### src/hdl/nirt_pkg.sv
`timescale 1ns / 1ps
// shared types and constants of the infrared frame transmitter
package nirt_pkg;

	localparam int FRAME_BITS = 32;
	localparam int BITS_W     = $clog2(FRAME_BITS + 1);
	localparam int ADDR_W     = 5;
	localparam int DATA_W     = 32;

	localparam logic [7:0]  CARRIER_HALF_RST = 8'd13;
	localparam logic [9:0]  LEADER_BURST_RST = 10'd344;
	localparam logic [13:0] LEADER_SPACE_RST = 14'd4500;
	localparam logic [7:0]  BIT_BURST_RST    = 8'd22;
	localparam logic [11:0] ONE_SPACE_RST    = 12'd1690;
	localparam logic [11:0] ZERO_SPACE_RST   = 12'd560;

	typedef enum logic {
		OP_TICK  = 1'b0,
		OP_START = 1'b1
	} op_t;

	typedef enum logic [2:0] {
		REG_CARRIER_HALF = 3'd0,
		REG_LEADER_BURST = 3'd1,
		REG_LEADER_SPACE = 3'd2,
		REG_BIT_BURST    = 3'd3,
		REG_ONE_SPACE    = 3'd4,
		REG_ZERO_SPACE   = 3'd5
	} reg_idx_t;

	typedef enum logic [2:0] {
		PH_IDLE        = 3'd0,
		PH_LEAD_BURST  = 3'd1,
		PH_LEAD_SPACE  = 3'd2,
		PH_BIT_BURST   = 3'd3,
		PH_BIT_SPACE   = 3'd4,
		PH_STOP_BURST  = 3'd5
	} phase_t;

	typedef struct packed {
		logic [7:0]  carrier_half_ticks;
		logic [9:0]  leader_burst_cycles;
		logic [13:0] leader_space_ticks;
		logic [7:0]  bit_burst_cycles;
		logic [11:0] one_space_ticks;
		logic [11:0] zero_space_ticks;
	} cfg_t;

	typedef struct packed {
		logic ir_level;
		logic busy_res;
		logic start_rejected;
	} result_t;

endpackage

### src/hdl/nec_ir_frame_transmitter_core.sv
`timescale 1ns / 1ps
// Infrared frame transmitter: each transaction is either one time tick or a frame start, and
// each gives exactly one result with the pin level for that tick, the busy flag and a flag for
// a rejected start. One transaction is taken every clock cycle while results are taken; it sits
// in the input register, and the frame state machine updates as it moves into the result
// register, from which its result is presented. While a result waits, the input register can
// still take one more transaction. Timing registers are written over the apb port; the user
// must write them only while idle, as the block itself does not enforce it.
module nec_ir_frame_transmitter_core
	import nirt_pkg::*;
(
	input  logic              clk,
	input  logic              arst_n,
	input  logic              item_valid,
	output logic              item_ready,
	input  logic              operation,
	input  logic [7:0]        device_address,
	input  logic [7:0]        command_code,
	output logic              result_valid,
	input  logic              result_ready,
	output logic              ir_level,
	output logic              busy_res,
	output logic              start_rejected,
	input  logic              psel,
	input  logic              penable,
	input  logic              pwrite,
	input  logic [ADDR_W-1:0] paddr,
	input  logic [DATA_W-1:0] pwdata,
	output logic [DATA_W-1:0] prdata,
	output logic              pready
);

	cfg_t       cfg;
	result_t    res;
	logic       valid_s1;
	op_t        op_s1;
	logic [7:0] addr_s1, cmd_s1;
	logic       valid_s2;
	result_t    res_s2;
	logic       out_free, step;

	assign out_free   = !valid_s2 || result_ready;
	assign step       = valid_s1 && out_free;
	assign item_ready = !valid_s1 || out_free;

	nirt_cfg_regs u_cfg (
		.clk     (clk),
		.arst_n  (arst_n),
		.psel    (psel),
		.penable (penable),
		.pwrite  (pwrite),
		.paddr   (paddr),
		.pwdata  (pwdata),
		.prdata  (prdata),
		.pready  (pready),
		.cfg     (cfg)
	);

	nirt_engine u_engine (
		.clk            (clk),
		.arst_n         (arst_n),
		.step           (step),
		.op             (op_s1),
		.device_address (addr_s1),
		.command_code   (cmd_s1),
		.cfg            (cfg),
		.res            (res)
	);

	always_ff @(posedge clk or negedge arst_n) begin
		if (!arst_n) begin
			valid_s1 <= 1'b0;
			valid_s2 <= 1'b0;
		end else begin
			if (item_ready) begin
				valid_s1 <= item_valid;
			end
			if (out_free) begin
				valid_s2 <= step;
			end
		end
	end

	always_ff @(posedge clk) begin
		if (item_valid && item_ready) begin
			op_s1   <= op_t'(operation);
			addr_s1 <= device_address;
			cmd_s1  <= command_code;
		end
		if (step) begin
			res_s2 <= res;
		end
	end

	assign result_valid   = valid_s2;
	assign ir_level       = res_s2.ir_level;
	assign busy_res       = res_s2.busy_res;
	assign start_rejected = res_s2.start_rejected;

endmodule

### src/hdl/nirt_cfg_regs.sv
`timescale 1ns / 1ps
// apb configuration registers of the infrared frame transmitter
module nirt_cfg_regs
	import nirt_pkg::*;
(
	input  logic              clk,
	input  logic              arst_n,
	input  logic              psel,
	input  logic              penable,
	input  logic              pwrite,
	input  logic [ADDR_W-1:0] paddr,
	input  logic [DATA_W-1:0] pwdata,
	output logic [DATA_W-1:0] prdata,
	output logic              pready,
	output cfg_t              cfg
);

	cfg_t     cfg_q;
	reg_idx_t idx;
	logic     wr_en;

	assign pready = 1'b1;
	assign idx    = reg_idx_t'(paddr[ADDR_W-1:2]);
	assign wr_en  = psel & penable & pwrite;
	assign cfg    = cfg_q;

	always_ff @(posedge clk or negedge arst_n) begin
		if (!arst_n) begin
			cfg_q.carrier_half_ticks  <= CARRIER_HALF_RST;
			cfg_q.leader_burst_cycles <= LEADER_BURST_RST;
			cfg_q.leader_space_ticks  <= LEADER_SPACE_RST;
			cfg_q.bit_burst_cycles    <= BIT_BURST_RST;
			cfg_q.one_space_ticks     <= ONE_SPACE_RST;
			cfg_q.zero_space_ticks    <= ZERO_SPACE_RST;
		end else if (wr_en) begin
			unique case (idx)
				REG_CARRIER_HALF: cfg_q.carrier_half_ticks  <= pwdata[7:0];
				REG_LEADER_BURST: cfg_q.leader_burst_cycles <= pwdata[9:0];
				REG_LEADER_SPACE: cfg_q.leader_space_ticks  <= pwdata[13:0];
				REG_BIT_BURST:    cfg_q.bit_burst_cycles    <= pwdata[7:0];
				REG_ONE_SPACE:    cfg_q.one_space_ticks     <= pwdata[11:0];
				REG_ZERO_SPACE:   cfg_q.zero_space_ticks    <= pwdata[11:0];
				default: ;
			endcase
		end
	end

	always_comb begin
		unique case (idx)
			REG_CARRIER_HALF: prdata = DATA_W'(cfg_q.carrier_half_ticks);
			REG_LEADER_BURST: prdata = DATA_W'(cfg_q.leader_burst_cycles);
			REG_LEADER_SPACE: prdata = DATA_W'(cfg_q.leader_space_ticks);
			REG_BIT_BURST:    prdata = DATA_W'(cfg_q.bit_burst_cycles);
			REG_ONE_SPACE:    prdata = DATA_W'(cfg_q.one_space_ticks);
			REG_ZERO_SPACE:   prdata = DATA_W'(cfg_q.zero_space_ticks);
			default:          prdata = '0;
		endcase
	end

endmodule

### src/hdl/nirt_engine.sv
`timescale 1ns / 1ps
// frame state machine and waveform counters, one transaction per step
module nirt_engine
	import nirt_pkg::*;
(
	input  logic       clk,
	input  logic       arst_n,
	input  logic       step,
	input  op_t        op,
	input  logic [7:0] device_address,
	input  logic [7:0] command_code,
	input  cfg_t       cfg,
	output result_t    res
);

	phase_t            phase_q, phase_d;
	logic [31:0]       frame_q, frame_d;
	logic [BITS_W-1:0] bits_q, bits_d, bits_dec;
	logic [13:0]       space_q, space_d, space_inc, space_lim;
	logic [9:0]        cycle_q, cycle_d, cycle_inc, cycle_lim;
	logic [7:0]        half_q, half_d, half_inc;
	logic              carrier_q, carrier_d;
	logic              busy, is_start, is_tick;
	logic              half_wrap, burst_end, space_end;

	assign busy     = (phase_q != PH_IDLE);
	assign is_start = step && (op == OP_START);
	assign is_tick  = step && (op == OP_TICK);

	// tick helpers
	assign half_inc  = half_q + 8'd1;
	assign half_wrap = !(half_inc < cfg.carrier_half_ticks);
	assign cycle_inc = cycle_q + 10'd1;
	assign cycle_lim = (phase_q == PH_LEAD_BURST) ? cfg.leader_burst_cycles
	                                               : {2'b00, cfg.bit_burst_cycles};
	assign burst_end = half_wrap && !carrier_q && (cycle_inc >= cycle_lim);
	assign space_inc = space_q + 14'd1;
	assign space_lim = (phase_q == PH_LEAD_SPACE) ? cfg.leader_space_ticks
	                 : (frame_q[31] ? {2'b00, cfg.one_space_ticks}
	                                : {2'b00, cfg.zero_space_ticks});
	assign space_end = (space_inc >= space_lim);
	assign bits_dec  = bits_q - BITS_W'(1);

	// next phase
	always_comb begin
		phase_d = phase_q;
		if (is_start) begin
			if (!busy) begin
				phase_d = PH_LEAD_BURST;
			end
		end else if (is_tick) begin
			unique case (phase_q)
				PH_LEAD_BURST: if (burst_end) phase_d = PH_LEAD_SPACE;
				PH_LEAD_SPACE: if (space_end) phase_d = PH_BIT_BURST;
				PH_BIT_BURST:  if (burst_end) phase_d = PH_BIT_SPACE;
				PH_BIT_SPACE: begin
					if (space_end) begin
						phase_d = (bits_dec == '0) ? PH_STOP_BURST : PH_BIT_BURST;
					end
				end
				PH_STOP_BURST: if (burst_end) phase_d = PH_IDLE;
				default:       phase_d = PH_IDLE;
			endcase
		end
	end

	// counters, frame and result
	always_comb begin
		frame_d   = frame_q;
		bits_d    = bits_q;
		space_d   = space_q;
		cycle_d   = cycle_q;
		half_d    = half_q;
		carrier_d = carrier_q;
		res.ir_level       = 1'b0;
		res.start_rejected = 1'b0;
		res.busy_res       = (phase_d != PH_IDLE);
		if (is_start) begin
			if (busy) begin
				res.start_rejected = 1'b1;
				res.ir_level       = carrier_q;
			end else begin
				frame_d   = {device_address, ~device_address, command_code, ~command_code};
				bits_d    = '0;
				space_d   = '0;
				cycle_d   = '0;
				half_d    = '0;
				carrier_d = 1'b1;
				res.ir_level = 1'b1;
			end
		end else if (is_tick) begin
			res.ir_level = busy ? carrier_q : 1'b0;
			case (phase_q)
				PH_LEAD_BURST, PH_BIT_BURST, PH_STOP_BURST: begin
					half_d = half_wrap ? 8'd0 : half_inc;
					if (half_wrap) begin
						if (carrier_q) begin
							carrier_d = 1'b0;
						end else begin
							cycle_d   = cycle_inc;
							carrier_d = !burst_end;
						end
					end
					if (burst_end && phase_q != PH_STOP_BURST) begin
						space_d = '0;
					end
				end
				PH_LEAD_SPACE, PH_BIT_SPACE: begin
					space_d = space_inc;
					if (space_end) begin
						if (phase_q == PH_LEAD_SPACE) begin
							bits_d = BITS_W'(FRAME_BITS);
						end else begin
							frame_d = {frame_q[30:0], 1'b0};
							bits_d  = bits_dec;
						end
						carrier_d = 1'b1;
						half_d    = '0;
						cycle_d   = '0;
					end
				end
				default: carrier_d = 1'b0;
			endcase
		end
	end

	always_ff @(posedge clk or negedge arst_n) begin
		if (!arst_n) begin
			phase_q   <= PH_IDLE;
			frame_q   <= '0;
			bits_q    <= '0;
			space_q   <= '0;
			cycle_q   <= '0;
			half_q    <= '0;
			carrier_q <= 1'b0;
		end else if (step) begin
			phase_q   <= phase_d;
			frame_q   <= frame_d;
			bits_q    <= bits_d;
			space_q   <= space_d;
			cycle_q   <= cycle_d;
			half_q    <= half_d;
			carrier_q <= carrier_d;
		end
	end

endmodule

### config.mk
export PLATFORM = sky130hd
export DESIGN_NAME = nec_ir_frame_transmitter_core
export DESIGN_NICKNAME = d
export VERILOG_FILES = /design/src/hdl/nirt_pkg.sv /design/src/hdl/nec_ir_frame_transmitter_core.sv /design/src/hdl/nirt_cfg_regs.sv /design/src/hdl/nirt_engine.sv
export SDC_FILE = /design/constraint.sdc
export NUM_CORES = 1
export LEC_CHECK = 0
export ABC_CLOCK_PERIOD_IN_PS = 10110
export BUFFER_PORTS_ARGS = -buffer_cell sky130_fd_sc_hd__buf_2
export CAP_MARGIN = 15
export CORE_UTILIZATION = 62
export DETAILED_ROUTE_END_ITERATION = 6
export PLACE_DENSITY = 0.91
export SYNTH_ARGS = -nofsm -noshare
export SYNTH_HDL_FRONTEND = slang
export SYNTH_SLANG_ARGS = --single-unit
### constraint.sdc
create_clock -name clk -period 10.11 [get_ports clk]
set_clock_uncertainty 0.15 [all_clocks]
set_input_delay 1.011 -clock clk [delete_from_list [all_inputs] [get_ports clk]]
set_output_delay 1.011 -clock clk [all_outputs]
set_load 0.01 [all_outputs]
==> metrics.cfg <==
[outcome]
status = completed

[global_route]
use_met2_pct = 49.3
grt_util_met3_pct = 8.66
grt_max_degree = 82
grt_busiest_layer = met2
grt_use_total_pct = 30.9
overflow = 0
grt_pass1_vias = 6983
grt_pass1_wl_um = 34700
antenna_found_initial = 0
use_met1_pct = 38.9

[cts]
cts_setup_buffers = 0
path_clk_slew_ps = 70
root_buffer = clkbuf_16
cts_buffer_depth = 2
cts_hold_buf = 0
numCtsBuffers = 17
cts_tree = built
insertion_delay_ps = 440
cts-resized-gates = 0
htreeDepth = 4
cts_num_sinks = 160

[timing]
finalCriticalPeriod_ps = 4970
finalMaxSlewViolations = 0
tns_ps = 0
rsz0062_at_grt = false
relSlewSlack_pct = 21.9
max_freq_mhz = 201
setup_viol = 0
final.period_utilization_pct = 49.2
hold_viol = 0
tightest_slew_ps = 1170

[layout]
multiInputGateArea_um2 = 4400
area_growth_pct = 11.4
regArea_um2 = 4130
antennaDiodeCount = 0
fin_nets = 1029
drive_gt1_share_pct = 21.9
mostFrequentLayoutCells = dfrtp_1, nand2_1, o21ai_0
nFillCells = 922
final_common_cell = dfrtp_1

[critical_path]
cp_data_arrival_time_ps = 5160
cp-end-kind = flip-flop
crit_required_ps = 10300
cp-start-kind = flip-flop
crit_path_max_fanout = 16
worstSetupPathType = reg2reg

[logic_synthesis]
synth_top_cell_by_area = dfrtp_1
seq_area_frac_synth_pct = 46.6
syn-instance-count = 884
syn_avg_cell_area_um2 = 10.0
netlist.area_leader.share_pct = 32.7
synth.ff_latch_count = 160
ys_async_sr_fraction_pct = 87.5
synth_cell_types = 60
mappedNetlistArea_um2 = 8880
synth_flop_cell = dfrtp_1
synth-edff-count = 20
ys_warn_count = 0
synthTopCellsByArea = dfrtp_1, mux2_2, dfstp_2

[drt]
drt_iter0_markers = 734
vias = 7064
vias_per_cell = 6.28
drt_first_pass_iters = 5
wirelength_um = 21700
drtAntennaViolNets = 0
wire_per_inst_um = 19.3
route.detailed.drc = 0

[floorplan]
initial_core_util_pct = 63.7
floorplan.die_area_um2 = 14800
die_x_um = 122
core-area_um2 = 13900
die_h_um = 122
io_pins = 99
placementRows = 43

[hold_path]
hold_class = reg2reg

[power]
power.total_mw = 1.93
cellPowerDensity_nw_per_um2 = 195
ir_drop_mv = 0.155
p_leak_nw = 4.40

[flow_run]
max_cap_viol_count = 0

[placement]
dp_hpwl_um = 13500
numPortBuffers = 59
gp_congestion = 0.861

## worst paths after layout
path | slack (ps) | start | cells after the start | to
setup / recovery | 5140 | u_engine.phase_q[0]$_DFFE_PN0P_ | 11 | u_engine.space_q[11]$_DFFE_PN0P_
min in group asynchronous | 460 | arst_n | 1 | u_engine.half_q[0]$_DFFE_PN0P_
hold / removal | 340 | u_engine.frame_q[30]$_DFFE_PN0P_ | 2 | u_engine.frame_q[30]$_DFFE_PN0P_
hold reg to reg | 340 | u_engine.frame_q[30]$_DFFE_PN0P_ | 2 | u_engine.frame_q[30]$_DFFE_PN0P_
max in group asynchronous | 8060 | arst_n | 2 | u_cfg.cfg[24]$_DFFE_PN0P_
setup reg to reg | 5140 | u_engine.phase_q[0]$_DFFE_PN0P_ | 11 | u_engine.space_q[11]$_DFFE_PN0P_
## flip-flops by register name, indices dropped and copies added (netlist names)
register,count
u_engine.half_q,8
op_s1,1
u_engine.space_q,14
addr_s1,8
u_engine.carrier_q,1
u_engine.phase_q,3
u_engine.bits_q,6
busy_res,1
result_valid,1
u_engine.frame_q,32
ir_level,1
start_rejected,1
cmd_s1,8
valid_s1,1
u_cfg.cfg,64
u_engine.cycle_q,10
## worst max-delay path: stages (launching register included)
cell and delay [ps]:
dfrtp_1 650, inv_1 200, nor2_1 930, mux2i_1 230, ha_1 360, and4_1 230, o211ai_1 130, or4_4 600
a2111oi_4 610, a21oi_2 310, nand2b_4 270, o31ai_1 210
## cells in the mapped netlist (all sizes together) (2+ instances only)
cell type	instances
o22ai	3
inv	29
a21oi	50
mux2	73
and4	2
and3	10
buf	25
o211ai	3
o21ai	88
and2	6
xor2	10
a211oi	2
conb	2
clkbuf	33
or3	2
o311ai	2
o31ai	8
nand2	94
mux2i	53
nor2b	2
nor2	75
a21o	2
nand2b	18
ha	36
nand4	5
or4	2
dfstp	24
a22oi	10
nand3	24
o221ai	2
or2	3
xnor2	17
o41ai	3
a31oi	5
nor3	9
edfxtp	20
dfrtp	116
## routing by layer
metal	share of wire, %	vias up
li1	-	3193
met1	40	3426
met2	49	372
met3	8.3	73
met4	3.1	0
met5	0	-
## cell type report
| cell class | instances | area share [%] |
|---|---|---|
| Multi-Input combinational cell | 653 | 44.5 |
| Sequential cell | 160 | 41.8 |
| Clock buffer | 19 | 4.48 |
| Tap cell | 180 | 2.28 |
| Inverter | 30 | 1.14 |
| Timing Repair Buffer | 70 | 4.09 |
| Clock inverter | 13 | 1.70 |
## power breakdown
part,switching (mW),total (mW),internal (mW)
clock,0.289,0.671,0.382
combinational,0.223,0.398,0.175
sequential,0.0952,0.859,0.764
## through the flow
| stage | area (um^2) | cells | worst slack [ps] | hold slack [ps] | utilization [%] |
|---|---|---|---|---|---|
| final | 9890 | 1125 | 5140 | 335 | 71.0 |
| after detailed placement | 9250 | 1092 | 5380 | 321 | 66.4 |
| after floorplan | 8940 | 901 | 6030 | 288 | - |
| after CTS | 9860 | 1124 | 5260 | 337 | 70.8 |
| after global placement | 9250 | 1092 | 5440 | 311 | 66.4 |
| after global routing | 9890 | 1125 | 4920 | 359 | 71.0 |
## kinds of logic after synthesis
family	after synthesis	synth area share (%)
XOR/XNOR	27	2.66
buffers and inverters	88	4.60
other	2	0.0846
AO/OA/AOI/OAI	190	12.6
AND/OR/NAND/NOR	254	12.9
adder cells (fa/ha/maj)	36	5.07
flip-flops	160	46.6
multiplexers	127	15.5
(Power assumes the default switching activity.)
